File: src/rtl/lbf_pkg.sv
// Package for the largest-box follow controller.
// Shared types and constants: configuration set, queue entry, register indexes.
// No dependencies.
`default_nettype none

package lbf_pkg;

    localparam int COORD_BITS = 12;
    localparam int DIFF_BITS  = COORD_BITS + 1;
    localparam int AREA_BITS  = 2 * DIFF_BITS;
    localparam int THR_BITS   = 24;
    localparam int FIFO_DEPTH = 4;
    localparam int FIFO_AW    = 2;

    typedef enum logic [2:0] {
        REG_AREA_THRESHOLD = 3'd0,
        REG_TARGET_CLASS   = 3'd1,
        REG_IMAGE_WIDTH    = 3'd2,
        REG_ANG_LIMIT      = 3'd3,
        REG_LIN_LIMIT      = 3'd4,
        REG_HOLD_MM        = 3'd5,
        REG_VALID_MIN      = 3'd6,
        REG_VALID_MAX      = 3'd7
    } reg_idx_t;

    typedef struct packed {
        logic [THR_BITS-1:0]   area_threshold;
        logic [7:0]            target_class;
        logic [11:0]           image_width;
        logic [14:0]           ang_limit;
        logic [14:0]           lin_limit;
        logic [15:0]           hold_mm;
        logic [15:0]           valid_min;
        logic [15:0]           valid_max;
    } cfg_t;

    typedef struct packed {
        logic                         qual;
        logic signed [DIFF_BITS-1:0]  dx;
        logic signed [DIFF_BITS-1:0]  dy;
        logic [COORD_BITS-1:0]        left;
        logic [COORD_BITS-1:0]        right;
        logic [15:0]                  tgt_mm;
        logic                         last;
    } entry_t;

endpackage

`default_nettype wire

File: src/rtl/lbf_front.sv
// Front end: accepts input words, classifies boxes and forms queue entries.
// Depends on lbf_pkg.
`default_nettype none

module lbf_front
(
    input  wire logic                 s_tvalid,
    output logic                      s_tready,
    input  wire logic [71:0]          s_tdata,   // left_x, top_y, right_x, bottom_y,
                                                 // class_id, target_distance
    input  wire logic                 s_tuser,   // box_valid
    input  wire logic                 s_tlast,   // frame_last
    input  wire logic [7:0]           target_class,
    input  wire logic                 fifo_full,
    output logic                      fifo_wr,
    output lbf_pkg::entry_t           fifo_wdata
);

    logic [lbf_pkg::COORD_BITS-1:0] left_x;
    logic [lbf_pkg::COORD_BITS-1:0] top_y;
    logic [lbf_pkg::COORD_BITS-1:0] right_x;
    logic [lbf_pkg::COORD_BITS-1:0] bottom_y;
    logic [7:0]                     class_id;

    assign left_x   = s_tdata[11:0];
    assign top_y    = s_tdata[23:12];
    assign right_x  = s_tdata[35:24];
    assign bottom_y = s_tdata[47:36];
    assign class_id = s_tdata[55:48];

    assign s_tready = !fifo_full;
    assign fifo_wr  = s_tvalid && !fifo_full;

    always_comb
    begin
        fifo_wdata.qual   = s_tuser && (class_id == target_class);
        fifo_wdata.dx     = $signed({1'b0, right_x}) - $signed({1'b0, left_x});
        fifo_wdata.dy     = $signed({1'b0, bottom_y}) - $signed({1'b0, top_y});
        fifo_wdata.left   = left_x;
        fifo_wdata.right  = right_x;
        fifo_wdata.tgt_mm = s_tdata[71:56];
        fifo_wdata.last   = s_tlast;
    end

endmodule

`default_nettype wire

File: src/rtl/lbf_fifo.sv
// Short queue between front and back ends.
// Depends on lbf_pkg (entry_t, depth constants).
`default_nettype none

module lbf_fifo
(
    input  wire logic             clk,
    input  wire logic             rst_n,
    input  wire logic             wr,
    input  wire lbf_pkg::entry_t  wdata,
    input  wire logic             rd,
    output lbf_pkg::entry_t       rdata,
    output logic                  full,
    output logic                  empty
);

    lbf_pkg::entry_t             mem [lbf_pkg::FIFO_DEPTH];
    logic [lbf_pkg::FIFO_AW-1:0] wr_ptr_reg;
    logic [lbf_pkg::FIFO_AW-1:0] rd_ptr_reg;
    logic [lbf_pkg::FIFO_AW:0]   count_reg;
    logic                        do_wr;
    logic                        do_rd;

    assign full  = (count_reg == (lbf_pkg::FIFO_AW+1)'(lbf_pkg::FIFO_DEPTH));
    assign empty = (count_reg == '0);
    assign do_wr = wr && !full;
    assign do_rd = rd && !empty;
    assign rdata = mem[rd_ptr_reg];

    always_ff @(posedge clk or negedge rst_n)
    begin
        if (!rst_n)
        begin
            wr_ptr_reg <= '0;
            rd_ptr_reg <= '0;
            count_reg  <= '0;
        end
        else
        begin
            if (do_wr)
            begin
                wr_ptr_reg <= wr_ptr_reg + 1'b1;
            end
            if (do_rd)
            begin
                rd_ptr_reg <= rd_ptr_reg + 1'b1;
            end
            if (do_wr && !do_rd)
            begin
                count_reg <= count_reg + 1'b1;
            end
            else if (do_rd && !do_wr)
            begin
                count_reg <= count_reg - 1'b1;
            end
        end
    end

    always_ff @(posedge clk)
    begin
        if (do_wr)
        begin
            mem[wr_ptr_reg] <= wdata;
        end
    end

endmodule

`default_nettype wire

File: src/rtl/lbf_back.sv
// Back end: area multiply, running best-box select, drive command and output register.
// Depends on lbf_pkg (entry_t, cfg_t).
`default_nettype none

module lbf_back
(
    input  wire logic             clk,
    input  wire logic             rst_n,
    input  wire lbf_pkg::cfg_t    cfg,
    input  wire logic             fifo_empty,
    input  wire lbf_pkg::entry_t  fifo_rdata,
    output logic                  fifo_rd,
    output logic                  m_tvalid,
    input  wire logic             m_tready,
    output logic [47:0]           m_tdata,   // centre_x, angular_rate, linear_rate, 4'b0
    output logic                  m_tuser    // target_found
);

    localparam int CB = lbf_pkg::COORD_BITS;
    localparam int AB = lbf_pkg::AREA_BITS;

    logic stall;

    // stage 1: area
    logic                    s1_valid_reg;
    logic                    s1_qual_reg;
    logic signed [AB-1:0]    s1_area_reg;
    logic [CB-1:0]           s1_left_reg;
    logic [CB-1:0]           s1_right_reg;
    logic [15:0]             s1_dist_reg;
    logic                    s1_last_reg;

    // running best
    logic signed [AB-1:0]    best_area_reg;
    logic [CB-1:0]           best_left_reg;
    logic [CB-1:0]           best_right_reg;
    logic                    found_reg;

    // stage 2: frame end record
    logic                    s2_valid_reg;
    logic                    s2_found_reg;
    logic [CB-1:0]           s2_left_reg;
    logic [CB-1:0]           s2_right_reg;
    logic [15:0]             s2_dist_reg;

    // stage 3: raw rates
    logic                    s3_valid_reg;
    logic                    s3_found_reg;
    logic [11:0]             s3_cx_reg;
    logic signed [16:0]      s3_ang_reg;
    logic signed [16:0]      s3_lin_reg;

    // output word
    logic                    out_valid_reg;
    logic                    out_found_reg;
    logic [11:0]             out_cx_reg;
    logic [15:0]             out_ang_reg;
    logic [15:0]             out_lin_reg;

    logic signed [AB-1:0]    bar;
    logic                    hit;
    logic [CB-1:0]           left_new;
    logic [CB-1:0]           right_new;

    logic [CB:0]             cx_sum;
    logic [11:0]             cx;
    logic signed [12:0]      ang_diff;
    logic signed [16:0]      ang_ext;
    logic signed [16:0]      ang_raw;
    logic signed [16:0]      lin_diff;
    logic signed [16:0]      lin_half;
    logic                    in_win;

    logic signed [16:0]      ang_lim;
    logic signed [16:0]      lin_lim;
    logic signed [16:0]      ang_clamp;
    logic signed [16:0]      lin_clamp;

    assign stall   = out_valid_reg && !m_tready;
    assign fifo_rd = !fifo_empty && !stall;

    assign bar = found_reg ? best_area_reg
                           : $signed({{(AB-lbf_pkg::THR_BITS){1'b0}}, cfg.area_threshold});
    assign hit       = s1_valid_reg && s1_qual_reg && (s1_area_reg > bar);
    assign left_new  = hit ? s1_left_reg : best_left_reg;
    assign right_new = hit ? s1_right_reg : best_right_reg;

    always_comb
    begin
        cx_sum   = {1'b0, s2_left_reg} + {1'b0, s2_right_reg};
        cx       = cx_sum[CB:1];
        ang_diff = $signed({2'b00, cfg.image_width[11:1]}) - $signed({1'b0, cx});
        ang_ext  = {{4{ang_diff[12]}}, ang_diff};
        ang_raw  = (ang_ext <<< 3) + (ang_ext <<< 1);
        in_win   = (s2_dist_reg >= cfg.valid_min) && (s2_dist_reg <= cfg.valid_max);
        lin_diff = $signed({1'b0, s2_dist_reg}) - $signed({1'b0, cfg.hold_mm});
        lin_half = (lin_diff + $signed({16'b0, lin_diff[16]})) >>> 1;
    end

    always_comb
    begin
        ang_lim = $signed({2'b00, cfg.ang_limit});
        lin_lim = $signed({2'b00, cfg.lin_limit});
        priority if (s3_ang_reg > ang_lim)
        begin
            ang_clamp = ang_lim;
        end
        else if (s3_ang_reg < -ang_lim)
        begin
            ang_clamp = -ang_lim;
        end
        else
        begin
            ang_clamp = s3_ang_reg;
        end
        priority if (s3_lin_reg > lin_lim)
        begin
            lin_clamp = lin_lim;
        end
        else if (s3_lin_reg < -lin_lim)
        begin
            lin_clamp = -lin_lim;
        end
        else
        begin
            lin_clamp = s3_lin_reg;
        end
    end

    always_ff @(posedge clk or negedge rst_n)
    begin
        if (!rst_n)
        begin
            s1_valid_reg  <= 1'b0;
            s2_valid_reg  <= 1'b0;
            s3_valid_reg  <= 1'b0;
            out_valid_reg <= 1'b0;
            found_reg     <= 1'b0;
        end
        else if (!stall)
        begin
            s1_valid_reg  <= fifo_rd;
            s2_valid_reg  <= s1_valid_reg && s1_last_reg;
            s3_valid_reg  <= s2_valid_reg;
            out_valid_reg <= s3_valid_reg;
            if (s1_valid_reg)
            begin
                if (s1_last_reg)
                begin
                    found_reg <= 1'b0;
                end
                else if (hit)
                begin
                    found_reg <= 1'b1;
                end
            end
        end
    end

    always_ff @(posedge clk)
    begin
        if (!stall)
        begin
            s1_qual_reg  <= fifo_rdata.qual;
            s1_area_reg  <= fifo_rdata.dx * fifo_rdata.dy;
            s1_left_reg  <= fifo_rdata.left;
            s1_right_reg <= fifo_rdata.right;
            s1_dist_reg  <= fifo_rdata.tgt_mm;
            s1_last_reg  <= fifo_rdata.last;

            if (hit)
            begin
                best_area_reg  <= s1_area_reg;
                best_left_reg  <= s1_left_reg;
                best_right_reg <= s1_right_reg;
            end

            s2_found_reg <= found_reg || hit;
            s2_left_reg  <= left_new;
            s2_right_reg <= right_new;
            s2_dist_reg  <= s1_dist_reg;

            s3_found_reg <= s2_found_reg;
            s3_cx_reg    <= cx;
            s3_ang_reg   <= ang_raw;
            s3_lin_reg   <= in_win ? lin_half : '0;

            out_found_reg <= s3_found_reg;
            out_cx_reg    <= s3_found_reg ? s3_cx_reg : '0;
            out_ang_reg   <= s3_found_reg ? ang_clamp[15:0] : '0;
            out_lin_reg   <= s3_found_reg ? lin_clamp[15:0] : '0;
        end
    end

    assign m_tvalid = out_valid_reg;
    assign m_tuser  = out_found_reg;
    assign m_tdata  = {4'b0000, out_lin_reg, out_ang_reg, out_cx_reg};

endmodule

`default_nettype wire

File: src/rtl/largest_box_follow_controller_top.sv
// Largest-box follow controller, top level: configuration registers and the
// front end, queue and back end. Depends on lbf_pkg, lbf_front, lbf_fifo, lbf_back.
//
// Usage:
//   Input stream (s_*): one detection box per word; s_tlast closes a frame,
//   s_tuser says whether the word carries a box. One word is taken per cycle while s_tready is high.
//   Output stream (m_*): one drive command per frame, sent after the frame's
//   last word; m_tuser flags that a box of the target class was chosen.
//   Config port: cfg_we with cfg_index / cfg_wdata writes one register per
//   cycle; write only while no frame is in flight.
// Timing:
//   Throughput is one input word per clock while s_tready is high; the running best-box
//   compare is combinational, and a hit updates the best-box registers. A frame's command
//   passes from the queue through the area multiply, compare, rate arithmetic, and clamp
//   and output register stages, each one register stage, before it is valid on m_tdata.
// Reset clears the queue, pipeline and running best and loads default register values.
// When a command waits and the receiver holds m_tready low, the whole back end
// freezes; the four-entry queue fills and then s_tready drops.
`default_nettype none

module largest_box_follow_controller_top
(
    input  wire logic         clk,
    input  wire logic         rst_n,
    input  wire logic         s_tvalid,
    output logic              s_tready,
    input  wire logic [71:0]  s_tdata,   // left_x, top_y, right_x, bottom_y,
                                         // class_id, target_distance
    input  wire logic         s_tuser,   // box_valid
    input  wire logic         s_tlast,   // frame_last
    output logic              m_tvalid,
    input  wire logic         m_tready,
    output logic [47:0]       m_tdata,   // centre_x, angular_rate, linear_rate, zero pad
    output logic              m_tuser,   // target_found
    input  wire logic         cfg_we,
    input  wire logic [2:0]   cfg_index,
    input  wire logic [23:0]  cfg_wdata
);

    lbf_pkg::cfg_t   cfg_reg;
    lbf_pkg::entry_t fifo_wdata;
    lbf_pkg::entry_t fifo_rdata;
    logic            fifo_wr;
    logic            fifo_rd;
    logic            fifo_full;
    logic            fifo_empty;

    always_ff @(posedge clk or negedge rst_n)
    begin
        if (!rst_n)
        begin
            cfg_reg.area_threshold <= 24'd20;
            cfg_reg.target_class   <= 8'd0;
            cfg_reg.image_width    <= 12'd640;
            cfg_reg.ang_limit      <= 15'd1500;
            cfg_reg.lin_limit      <= 15'd100;
            cfg_reg.hold_mm        <= 16'd300;
            cfg_reg.valid_min      <= 16'd50;
            cfg_reg.valid_max      <= 16'd5000;
        end
        else if (cfg_we)
        begin
            unique case (lbf_pkg::reg_idx_t'(cfg_index))
                lbf_pkg::REG_AREA_THRESHOLD: cfg_reg.area_threshold <= cfg_wdata;
                lbf_pkg::REG_TARGET_CLASS:   cfg_reg.target_class   <= cfg_wdata[7:0];
                lbf_pkg::REG_IMAGE_WIDTH:    cfg_reg.image_width    <= cfg_wdata[11:0];
                lbf_pkg::REG_ANG_LIMIT:      cfg_reg.ang_limit      <= cfg_wdata[14:0];
                lbf_pkg::REG_LIN_LIMIT:      cfg_reg.lin_limit      <= cfg_wdata[14:0];
                lbf_pkg::REG_HOLD_MM:        cfg_reg.hold_mm        <= cfg_wdata[15:0];
                lbf_pkg::REG_VALID_MIN:      cfg_reg.valid_min      <= cfg_wdata[15:0];
                lbf_pkg::REG_VALID_MAX:      cfg_reg.valid_max      <= cfg_wdata[15:0];
                default: ;
            endcase
        end
    end

    lbf_front u_front
    (
        .s_tvalid     (s_tvalid),
        .s_tready     (s_tready),
        .s_tdata      (s_tdata),
        .s_tuser      (s_tuser),
        .s_tlast      (s_tlast),
        .target_class (cfg_reg.target_class),
        .fifo_full    (fifo_full),
        .fifo_wr      (fifo_wr),
        .fifo_wdata   (fifo_wdata)
    );

    lbf_fifo u_fifo
    (
        .clk   (clk),
        .rst_n (rst_n),
        .wr    (fifo_wr),
        .wdata (fifo_wdata),
        .rd    (fifo_rd),
        .rdata (fifo_rdata),
        .full  (fifo_full),
        .empty (fifo_empty)
    );

    lbf_back u_back
    (
        .clk        (clk),
        .rst_n      (rst_n),
        .cfg        (cfg_reg),
        .fifo_empty (fifo_empty),
        .fifo_rdata (fifo_rdata),
        .fifo_rd    (fifo_rd),
        .m_tvalid   (m_tvalid),
        .m_tready   (m_tready),
        .m_tdata    (m_tdata),
        .m_tuser    (m_tuser)
    );

endmodule

`default_nettype wire
File: config.mk
export PLATFORM = sky130hd
export DESIGN_NAME = largest_box_follow_controller_top
export DESIGN_NICKNAME = d
export VERILOG_FILES = /design/src/rtl/lbf_pkg.sv /design/src/rtl/lbf_front.sv /design/src/rtl/lbf_fifo.sv /design/src/rtl/lbf_back.sv /design/src/rtl/largest_box_follow_controller_top.sv
export SDC_FILE = /design/constraint.sdc
export NUM_CORES = 1
export LEC_CHECK = 0
export ABC_AREA = 1
export ABC_CLOCK_PERIOD_IN_PS = 9900
export BUFFER_PORTS_ARGS = -buffer_cell sky130_fd_sc_hd__clkbuf_2
export CAP_MARGIN = 10
export CORE_AREA = 2 2 309 311
export CTS_CLUSTER_DIAMETER = 40
export DETAILED_ROUTE_END_ITERATION = 10
export DIE_AREA = 0 0 311 313
export PLACE_DENSITY = 0.59
export SLEW_MARGIN = 20
export SYNTH_ARGS = -nofsm -noshare
export SYNTH_HDL_FRONTEND = slang
export SYNTH_SLANG_ARGS = --single-unit
File: constraint.sdc
create_clock -name clk -period 9.9 [get_ports clk]
set_clock_uncertainty 0.05 [all_clocks]
set_input_delay 0.495 -clock clk [delete_from_list [all_inputs] [get_ports clk]]
set_output_delay 0.495 -clock clk [all_outputs]
set_load 0.02 [all_outputs]
# [Word-level counts from Yosys, hierarchy flattened]
# Memories as Yosys holds them, arrays and structs flattened.
# Index checks and enable logic that the tools add are counted.
[op_classes] n_addsub=13 n_mul=1 n_lt_le_gt_ge=7 eq_ne=9 mux=13 n_bitwise=2 reduce_logical=35
[ops] operator="$neg A15 Y17" count=2
[ops] operator="$mux W16" count=2
[ops] operator="$mux W15" count=2
[ops] operator="$gt A26 B26 Y1" count=1
[ops] operator="$mul A13 B13 Y26" count=1
[ops] operator="$mux W26" count=1
[ops] operator="$sub A12 B12 Y13" count=2
[ops] operator="$mux W12" count=2
[ops] operator="$reduce_and A2 Y1" count=9
[ops] operator="$add A16 B14 Y17" count=1
[ops] operator="$add A17 B2 Y17" count=1
[ops] operator="$gt A17 B16 Y1" count=1
[ops] operator="$lt A16 B17 Y1" count=1
[ops] operator="$lt A17 B17 Y1" count=1
[ops] operator="$sub A16 B16 Y17" count=1
[ops] operator="$ge A16 B16 Y1" count=1
[ops] operator="$gt A16 B16 Y1" count=1
[ops] operator="$le A16 B16 Y1" count=1
[ops] operator="$eq A3 B3 Y1 const B" count=5
[ops] operator="$add A12 B12 Y13" count=1
[ops] operator="$sub A11 B12 Y13" count=1
[ops] operator="$logic_and A1 B1 Y1" count=12
[ops] operator="$eq A8 B8 Y1" count=1
[ops] operator="$eq A3 B2 Y1 const B" count=2
[ops] operator="other kinds (13)" count=27
[word_totals] regBits=360 mem_bits_rw=272 input_bits=106 word_cells=118 memories=1
[mem_list] memory="u_fifo.mem" words=4 width=68 read_ports=1 rd_ports_with_merged_regs=0 wr=1 line_no="lbf_fifo.sv:17" source="lbf_pkg::entry_t mem [lbf_pkg::FIFO_DEPTH];"

# [Longest topological paths before layout]
# Gate-level depths: netlist of the first run.
[logic_depth] depth_word=8 ltp_mapped=31 ltp_nobuf=28

# [Modules after synthesis]
# A second synthesis of the first run with hierarchy kept.
[hier_totals] hier_cells=4193 hier_area_um2=39606.7
[by_module_without_submodules] module="lbf_back" n_inst=1 cells_per_inst=2437 area_per_inst_um2=21504.4 seq_area_each_um2=6881.6
[by_module_without_submodules] module="lbf_fifo" n_inst=1 cells_per_inst=855 area_per_inst_um2=11334.6 seq_area_each_um2=8343.0
[by_module_without_submodules] module="largest_box_follow_controller_top" n_inst=1 cells_per_inst=546 area_per_inst_um2=4864.7 seq_area_each_um2=3085.5
[by_module_without_submodules] module="lbf_front" n_inst=1 cells_per_inst=355 area_per_inst_um2=1903.1 seq_area_each_um2=0.0

# [Worst setup path after synthesis of the first run]
# No wires, ideal clock.
[synth_path] path_type="reg2reg" start="register u_fifo.rd_ptr_reg[1] (netlist bit)" end="register u_back.s1_area_reg[19], data pin" setup_ps=259 arrival_ps=5817 t_required_ps=9591 setup_slack_ps=3774 stages_incl_launch_ff=26 path_buffers=3 cell_sequence="dfrtp_1 inv_2 buf_2 buf_4 a32oi_1 inv_1 clkbuf_1 nor2_1 fa_1 inv_1 fa_1 inv_1 fa_1 fa_1 fa_1 fa_1 ha_1 nand2_1 nand2_1 a31oi_1 nand2_1 a21oi_1 o21ai_0 nand2_1 nand2_1 xor2_1"
[synth_via] elab_chain_cells=2
[synth_lines] item="start, declared" line_no="lbf_fifo.sv:19" source="logic [lbf_pkg::FIFO_AW-1:0] rd_ptr_reg;"
[synth_lines] item="start signal, assigned" line_no="lbf_fifo.sv:46" source="rd_ptr_reg <= rd_ptr_reg + 1'b1;"
[synth_lines] item="$mem_v2 Z4 W68"
[synth_lines] item="$mul A13 B13 Y26" line_no="lbf_back.sv:165" source="s1_area_reg <= fifo_rdata.dx * fifo_rdata.dy;"
[synth_lines] item="end signal, assigned" line_no="lbf_back.sv:165"
[synth_lines] item="end, declared" line_no="lbf_back.sv:27" source="logic signed [AB-1:0] s1_area_reg;"
# No other way between the ends.
# A chain may end at the register's enable or synchronous reset.

# [Worst setup path in the final report of the first run]
[layout_path] start="register u_fifo.rd_ptr_reg[0] (netlist bit)" end="register u_back.s1_area_reg[19], data pin"
# The elaborated chain is that of the path after synthesis.

==> results of run 1 <==
[worst max-delay path by stage]
stage                                  endpoint  slack [ns]                             start
6_report       u_back.s1_area_reg[19]$_DFFE_PN_        1.77  u_fifo.rd_ptr_reg[0]$_DFFE_PN0P_
4_1_cts        u_back.s1_area_reg[19]$_DFFE_PN_        1.77  u_fifo.rd_ptr_reg[0]$_DFFE_PN0P_
3_5_place_dp   u_back.s1_area_reg[19]$_DFFE_PN_        1.81  u_fifo.rd_ptr_reg[0]$_DFFE_PN0P_
5_1_grt        u_back.s1_area_reg[21]$_DFFE_PN_        1.27  u_fifo.rd_ptr_reg[0]$_DFFE_PN0P_
2_1_floorplan  u_back.s1_area_reg[19]$_DFFE_PN_        3.77  u_fifo.rd_ptr_reg[1]$_DFFE_PN0P_
3_3_place_gp   u_back.s1_area_reg[21]$_DFFE_PN_        1.93  u_fifo.rd_ptr_reg[0]$_DFFE_PN0P_
[critical path, delay by kind of cell, from the launching register on]
family	cells	cell delay [ns]
DFF	1	0.74
buffers and inverters	5	1.76
xor gates and xnor gates	1	0.15
and+or+nand+nor	7	0.78
AOI/OAI and AO/OA	4	1.14
adders and majority gates	7	3.14
[logic make-up after synthesis]
family | after synthesis | share of synthesized area
AND/OR/NAND/NOR | 1195 | 0.134
buffers and inverters | 673 | 0.0701
flip-flops | 630 | 0.490
AO/OA/AOI/OAI | 603 | 0.0907
adder cells (fa/ha/maj) | 437 | 0.180
XOR/XNOR | 110 | 0.0258
multiplexers | 32 | 0.00888
other | 1 | 0.000100
[final cells by class]
type | instances | area share
multi-input cells | 2381 | 0.380
clock inverters | 71 | 0.0204
inverters | 576 | 0.0501
well taps | 1265 | 0.0365
clock buffers | 110 | 0.0579
flip-flops and latches | 630 | 0.422
repair buffers | 222 | 0.0327
[placed cells by master, fill, tap and decap left out, types with 9 or more instances in the layout]
cell type      instances
dlygate4sd3_1         44
clkinv_2               9
nand2_1              668
nand3_1              124
bufinv_16             12
clkbuf_2             151
fa_1                 169
inv_1                561
dfstp_2               26
a32oi_1               15
inv_8                  9
o22ai_1               42
nor3_1                26
buf_4                 25
o21a_1                 9
mux2i_1               23
o21ai_0              290
clkinv_4              10
clkbuf_1              11
nor2_1               270
a21oi_1              186
nand2_2               15
ha_1                 268
nor2_4                10
inv_2                 12
edfxtp_1             497
a31oi_1               11
nor4_1                12
nand4_1               41
mux2_2                 9
dfrtp_1              106
xor2_1                83
a32oi_2               11
xnor2_1               27
clkinv_1              10
nand3b_1               9
clkbuf_16             98
inv_6                 10
[metal layers]
metal | up-vias | GRT usage | routed length (um)
met3 | 144 | 0.0304 | 4430
met2 | 642 | 0.325 | 44000
li1 | 12800 | - | -
met4 | 4 | 0.0518 | 2040
met5 | - | 0 | 24
met1 | 12700 | 0.262 | 41900
[cell usage after synthesis (all sizes together)]
master   count  share of area
o21a         9         0.0018
edfxtp     497           0.40
o221ai       3        0.00070
o31ai        4        0.00080
clkbuf      58         0.0058
nor4        12         0.0020
a21oi      188          0.025
fa         169          0.091
a31oi       11         0.0018
nand2      687          0.071
clkinv       1        0.00010
a21boi       4        0.00080
o211ai       4        0.00080
o31a         1        0.00023
o22ai       42         0.0070
buf         39         0.0064
mux2i       23         0.0062
conb         1        0.00010
o21bai       5         0.0010
or2          1        0.00017
dfstp       26          0.018
and2         4        0.00067
a211oi       2        0.00040
xor2        83          0.019
o2111ai      3        0.00070
and3         1        0.00017
a32oi       26         0.0083
nand3b       9         0.0018
ha         268          0.090
a221oi       1        0.00023
inv        575          0.058
o311ai       1        0.00023
a21o         4        0.00080
dfrtp      107          0.072
o21ai      295          0.040
nand4       42         0.0072
xnor2       27         0.0063
nor3        29         0.0042
nor2       285          0.030
mux2         9         0.0027
nand3      125          0.017
[through the flow]
step / cells / utilization / setup WS (ns) / hold slack [ns]
after floorplan: 3684 / - / 3.77 / 0.149
after global placement: 5029 / 0.419 / 1.93 / 0.352
after detailed placement: 5030 / 0.419 / 1.81 / 0.355
after CTS: 5255 / 0.460 / 1.77 / 0.000417
after global routing: 5255 / 0.460 / 1.27 / 0.0169
final: 5255 / 0.460 / 1.77 / 0.0344
==> impl_metrics.py, run 1 <==
metrics = {
    "logic_synthesis": {
        "ys_ff_latch": 630,
        "yosys_warnings": 0,
        "synth.distinct_cells": 56,
        "syn_area_um2": 37300,
        "avgSynthCellArea_um2": 10.1,
        "ys_seq_area_frac": 0.490,
        "postSynthCellCount": 3681,
    },
    "clock_network": {
        "h-tree-depth": 3,
        "clk_pin_slew_ns": 0.06,
        "cts_buffers": 97,
        "ctsResizeCount": 0,
        "tritoncts": "built",
        "ctsHoldBuffers": 44,
        "cts_max_path_buffers": 3,
        "cts-root-buf": "clkbuf_16",
        "clock_sinks": 630,
        "cts_setup_buffers": 0,
        "clk_latency_ns": 0.68,
    },
    "cells_and_area": {
        "multi_input_area_um2": 16500,
        "register_area_um2": 18300,
        "fill_cells": 8917,
        "nets": 4451,
        "diodes": 0,
        "largest_register_ffs": 272,
        "area_growth_pct": 16.1,
        "drive_gt1_frac": 0.111,
        "final_area_um2": 43300,
    },
    "route": {
        "drt_pre_antenna_iters": 5,
        "drc": 0,
        "vias": 26300,
        "dr.first_iter.drc_count": 1720,
        "wirelength_um": 92400,
        "wl_per_cell_um": 17.6,
        "viasPerCell": 5.00,
        "ant_nets": 0,
    },
    "placed_design": {
        "gp_congestion": 0.917,
        "dpl.hpwl_um": 67000,
        "io_buffers": 152,
        "post_dp_cell_area_um2": 39500,
    },
    "worst_hold_path": {
        "worstHoldEndpoint": "u_fifo.mem[1][40]$_DFFE_PP_",
        "hold_start": "s_tdata[11]",
        "min_path_type": "in2reg",
        "whs_path_depth": 1,
    },
    "timing": {
        "finalSetupViolCount": 0,
        "fin_crit_ns": 8.13,
        "tns_ns": 0,
        "rsz0062_at_grt": "false",
        "final_max_slew_viol_count": 0,
        "fmax_ghz": 0.123,
        "fin_crit_sh": 0.821,
        "finalHoldViolCount": 0,
        "slew-limit-headroom": 0.332,
        "tightest_slew_ns": 0.999,
    },
    "floorplanning": {
        "coreArea_um2": 94200,
        "pin_count": 157,
        "die_x_um": 311,
        "start_util": 0.396,
        "dieArea_um2": 97300,
        "rows": 113,
        "die_h_um": 313,
    },
    "critical_path": {
        "rr_endpoint": "u_back.s1_area_reg[19]$_DFFE_PN_",
        "crit_fanout": 99,
        "crit_type": "reg2reg",
        "rr_worst_depth": 24,
        "critPathArrivalTime_ns": 8.47,
        "r2r_setup_slack_ns": 1.77,
        "critPathRequiredTime_ns": 10.24,
        "max_stage_delay_ns": 0.81,
        "cp-start-kind": "flip-flop",
        "rr_startpoint": "u_fifo.rd_ptr_reg[0]$_DFFE_PN0P_",
        "cp-end-kind": "flip-flop",
        "crit_path_top_delay_cell": "inv_4",
        "path_cells": "inv_4 > buf_4 > nand2_1 > a32oi_2 > inv_1 > nor2_1 > fa_1 > inv_1 > fa_1 > inv_1 > fa_1 > fa_1 > fa_1 > fa_1 > ha_1 > nand2_1 > nand2_1 > a31oi_1 > nand2_1 > a21oi_1 > o21ai_0 > nand2_1 > nand2_1 > xor2_1",
    },
    "global_routing": {
        "antenna_found_initial": 2,
        "grt_use_total": 0.194,
        "grt_pass1_wl_um": 148000,
        "grt_pass1_vias": 26200,
        "overflow": 0,
        "grt_max_degree": 100,
    },
    "outcome": {
        "status": "complete, no violations",
    },
    "flow_run": {
        "max_cap_viol_count": 0,
    },
}
Power of run 1 is not shown: default switching activity piles up to over one toggle a cycle in this logic, so the estimate is an artifact.
==> run 2, diff against run 1 <==
--- a/config.mk
+++ b/config.mk
@@ -6,7 +6,7 @@
 export NUM_CORES = 1
 export LEC_CHECK = 0
 export ABC_AREA = 1
-export ABC_CLOCK_PERIOD_IN_PS = 9900
+export ABC_CLOCK_PERIOD_IN_PS = 7700
 export BUFFER_PORTS_ARGS = -buffer_cell sky130_fd_sc_hd__clkbuf_2
 export CAP_MARGIN = 10
 export CORE_AREA = 2 2 309 311
==> constraint.sdc (replaced) <==
create_clock -name clk -period 7.7 [get_ports clk]
set_clock_uncertainty 0.05 [all_clocks]
set_input_delay 0.385 -clock clk [delete_from_list [all_inputs] [get_ports clk]]
set_output_delay 0.385 -clock clk [all_outputs]
set_load 0.02 [all_outputs]
==> run 2 against run 1 <==
Net effect:
- worst setup slack worse by 1.1 ns
- first-iteration DRC count is 11% higher
- die area stayed put
- final cell count is 0.97% higher
- fmax is 16% higher
- clock-buffer cell count is 5 lower
- critical path depth is 2 lower
- cell area is 1.2% higher
- register-to-register slack worse by 1.1 ns
- worst hold slack better by 0.064 ns
- wire length is 2.1% higher
- flip-flop and latch count stayed put
- critical path type unchanged
- largest cell class unchanged
==> impl_metrics.py, run 2 (synthesis results as in run 1) <==
metrics = {
    "outcome": {
        "status": "complete, no violations",
    },
    "critical_path": {
        "cp-start-kind": "flip-flop",
        "cp-end-kind": "flip-flop",
        "crit_fanout": 32,
        "rr_endpoint": "u_back.s1_area_reg[23]$_DFFE_PN_",
        "r2r_setup_slack_ns": 0.67,
        "crit_type": "reg2reg",
        "critPathRequiredTime_ns": 8.06,
        "rr_worst_depth": 22,
        "critPathArrivalTime_ns": 7.39,
        "rr_startpoint": "u_fifo.rd_ptr_reg[0]$_DFFE_PN0P_",
    },
    "placed_design": {
        "gp_congestion": 0.890,
        "place_ws_ns": 0.774,
        "io_buffers": 152,
        "dpl.hpwl_um": 68500,
    },
    "clock_network": {
        "clk_latency_ns": 0.69,
        "h-tree-depth": 3,
        "ctsResizeCount": 0,
        "cts-root-buf": "clkbuf_16",
        "cts_setup_buffers": 0,
        "ctsHoldBuffers": 65,
        "cts_buffers": 95,
        "clk_pin_slew_ns": 0.06,
        "tritoncts": "built",
        "clock_sinks": 630,
        "cts_max_path_buffers": 3,
    },
    "route": {
        "viasPerCell": 5.00,
        "drt_pre_antenna_iters": 5,
        "wirelength_um": 94400,
        "ant_nets": 0,
        "wl_per_cell_um": 17.8,
        "dr.first_iter.drc_count": 1913,
        "drc": 0,
        "vias": 26500,
    },
    "cells_and_area": {
        "nets": 4499,
        "final_cell_mix": "668 x nand2_1, 561 x inv_1, 497 x edfxtp_1, 290 x o21ai_0, 270 x nor2_1",
        "area_growth_pct": 17.4,
        "fill_cells": 8856,
        "largest_register_ffs": 272,
        "drive_gt1_frac": 0.117,
        "mostFrequentLayoutCell": "nand2_1",
    },
    "worst_hold_path": {
        "min_path_type": "in2reg",
        "hold_start": "s_tdata[12]",
        "whs_path_depth": 3,
        "worstHoldEndpoint": "u_fifo.mem[1][41]$_DFFE_PP_",
    },
    "timing": {
        "fin_ws_ns": 0.666,
        "finalHoldViolCount": 0,
        "tightest_slew_ns": 1.11,
        "slew-limit-headroom": 0.258,
        "fmax_ghz": 0.142,
        "rsz0062_at_grt": "false",
        "tns_ns": 0,
        "finalSetupViolCount": 0,
        "fin_crit_sh": 0.914,
        "fin_crit_ns": 7.03,
        "final_max_slew_viol_count": 0,
    },
    "floorplanning": {
        "pin_count": 157,
        "dieArea_um2": 97300,
        "die_h_um": 313,
        "die_x_um": 311,
        "coreArea_um2": 94200,
        "rows": 113,
        "start_util": 0.396,
    },
    "global_routing": {
        "grt_max_degree": 81,
        "grt_use_total": 0.195,
        "overflow": 0,
        "antenna_found_initial": 1,
        "grt_pass1_wl_um": 148000,
        "grt_pass1_vias": 26400,
    },
    "flow_run": {
        "max_cap_viol_count": 0,
    },
}
-- run 2: worst max-delay path by stage --
stage | start | endpoint | slack [ns]
floorplan | u_fifo.rd_ptr_reg[1]$_DFFE_PN0P_ | u_back.s1_area_reg[19]$_DFFE_PN_ | 1.57
global placement | u_fifo.rd_ptr_reg[0]$_DFFE_PN0P_ | u_back.s1_area_reg[23]$_DFFE_PN_ | 0.80
detailed placement | u_fifo.rd_ptr_reg[0]$_DFFE_PN0P_ | u_back.s1_area_reg[23]$_DFFE_PN_ | 0.77
CTS | u_fifo.rd_ptr_reg[0]$_DFFE_PN0P_ | u_back.s1_area_reg[23]$_DFFE_PN_ | 0.68
global route | u_fifo.rd_ptr_reg[0]$_DFFE_PN0P_ | u_back.s1_area_reg[23]$_DFFE_PN_ | 0.14
finish | u_fifo.rd_ptr_reg[0]$_DFFE_PN0P_ | u_back.s1_area_reg[23]$_DFFE_PN_ | 0.67
-- run 2: through the flow --
stage / area (um^2) / instances / hold WS [ns] / util
detailed placement: 39700 / 5056 / 0.355 / 0.421
global route: 43800 / 5304 / 0.103 / 0.465
global placement: 39700 / 5056 / 0.351 / 0.421
CTS: 43800 / 5300 / 0.0460 / 0.465
floorplan: 37300 / 3684 / 0.0394 / -
finish: 43800 / 5306 / 0.0987 / 0.466
-- run 2: metal layers --
layer	part of all wire	wire (um)	up-vias	GRT usage
met4	0.020	1930	0	0.0530
met2	0.48	45400	661	0.330
met1	0.45	42000	12800	0.261
met5	0	0	-	0
met3	0.053	4970	135	0.0311
li1	-	-	12900	-
-- run 2: critical path, stage by stage (launching register included) --
cell and delay, ns:
dfrtp_4 0.53, buf_4 0.36, nand2_1 0.11, a32oi_2 0.43, buf_4 0.23, inv_1 0.12
nor2_1 0.22, inv_1 0.13, fa_1 0.55, inv_1 0.15, fa_1 0.59, inv_1 0.11
fa_1 0.49, inv_1 0.06, fa_1 0.49, fa_1 0.42, ha_1 0.31, ha_1 0.42
nand2_1 0.16, nor4_1 0.47, nand4_1 0.14, nand3_1 0.13, xor2_1 0.07
-- run 2: area by class of cell --
type                            instances  area [um^2]  share of cell area
Timing Repair Buffer                  272         1900              0.0432
Multi-Input combinational cell       2381        16500               0.376
Clock buffer                          105         2420              0.0553
Tap cell                             1265         1580              0.0361
Inverter                              576         2170              0.0496
Clock inverter                         74          987              0.0225
Sequential cell                       630        18300               0.417
Antenna cell                            3         7.51            0.000171
Power of run 2 is left out for the same reason.
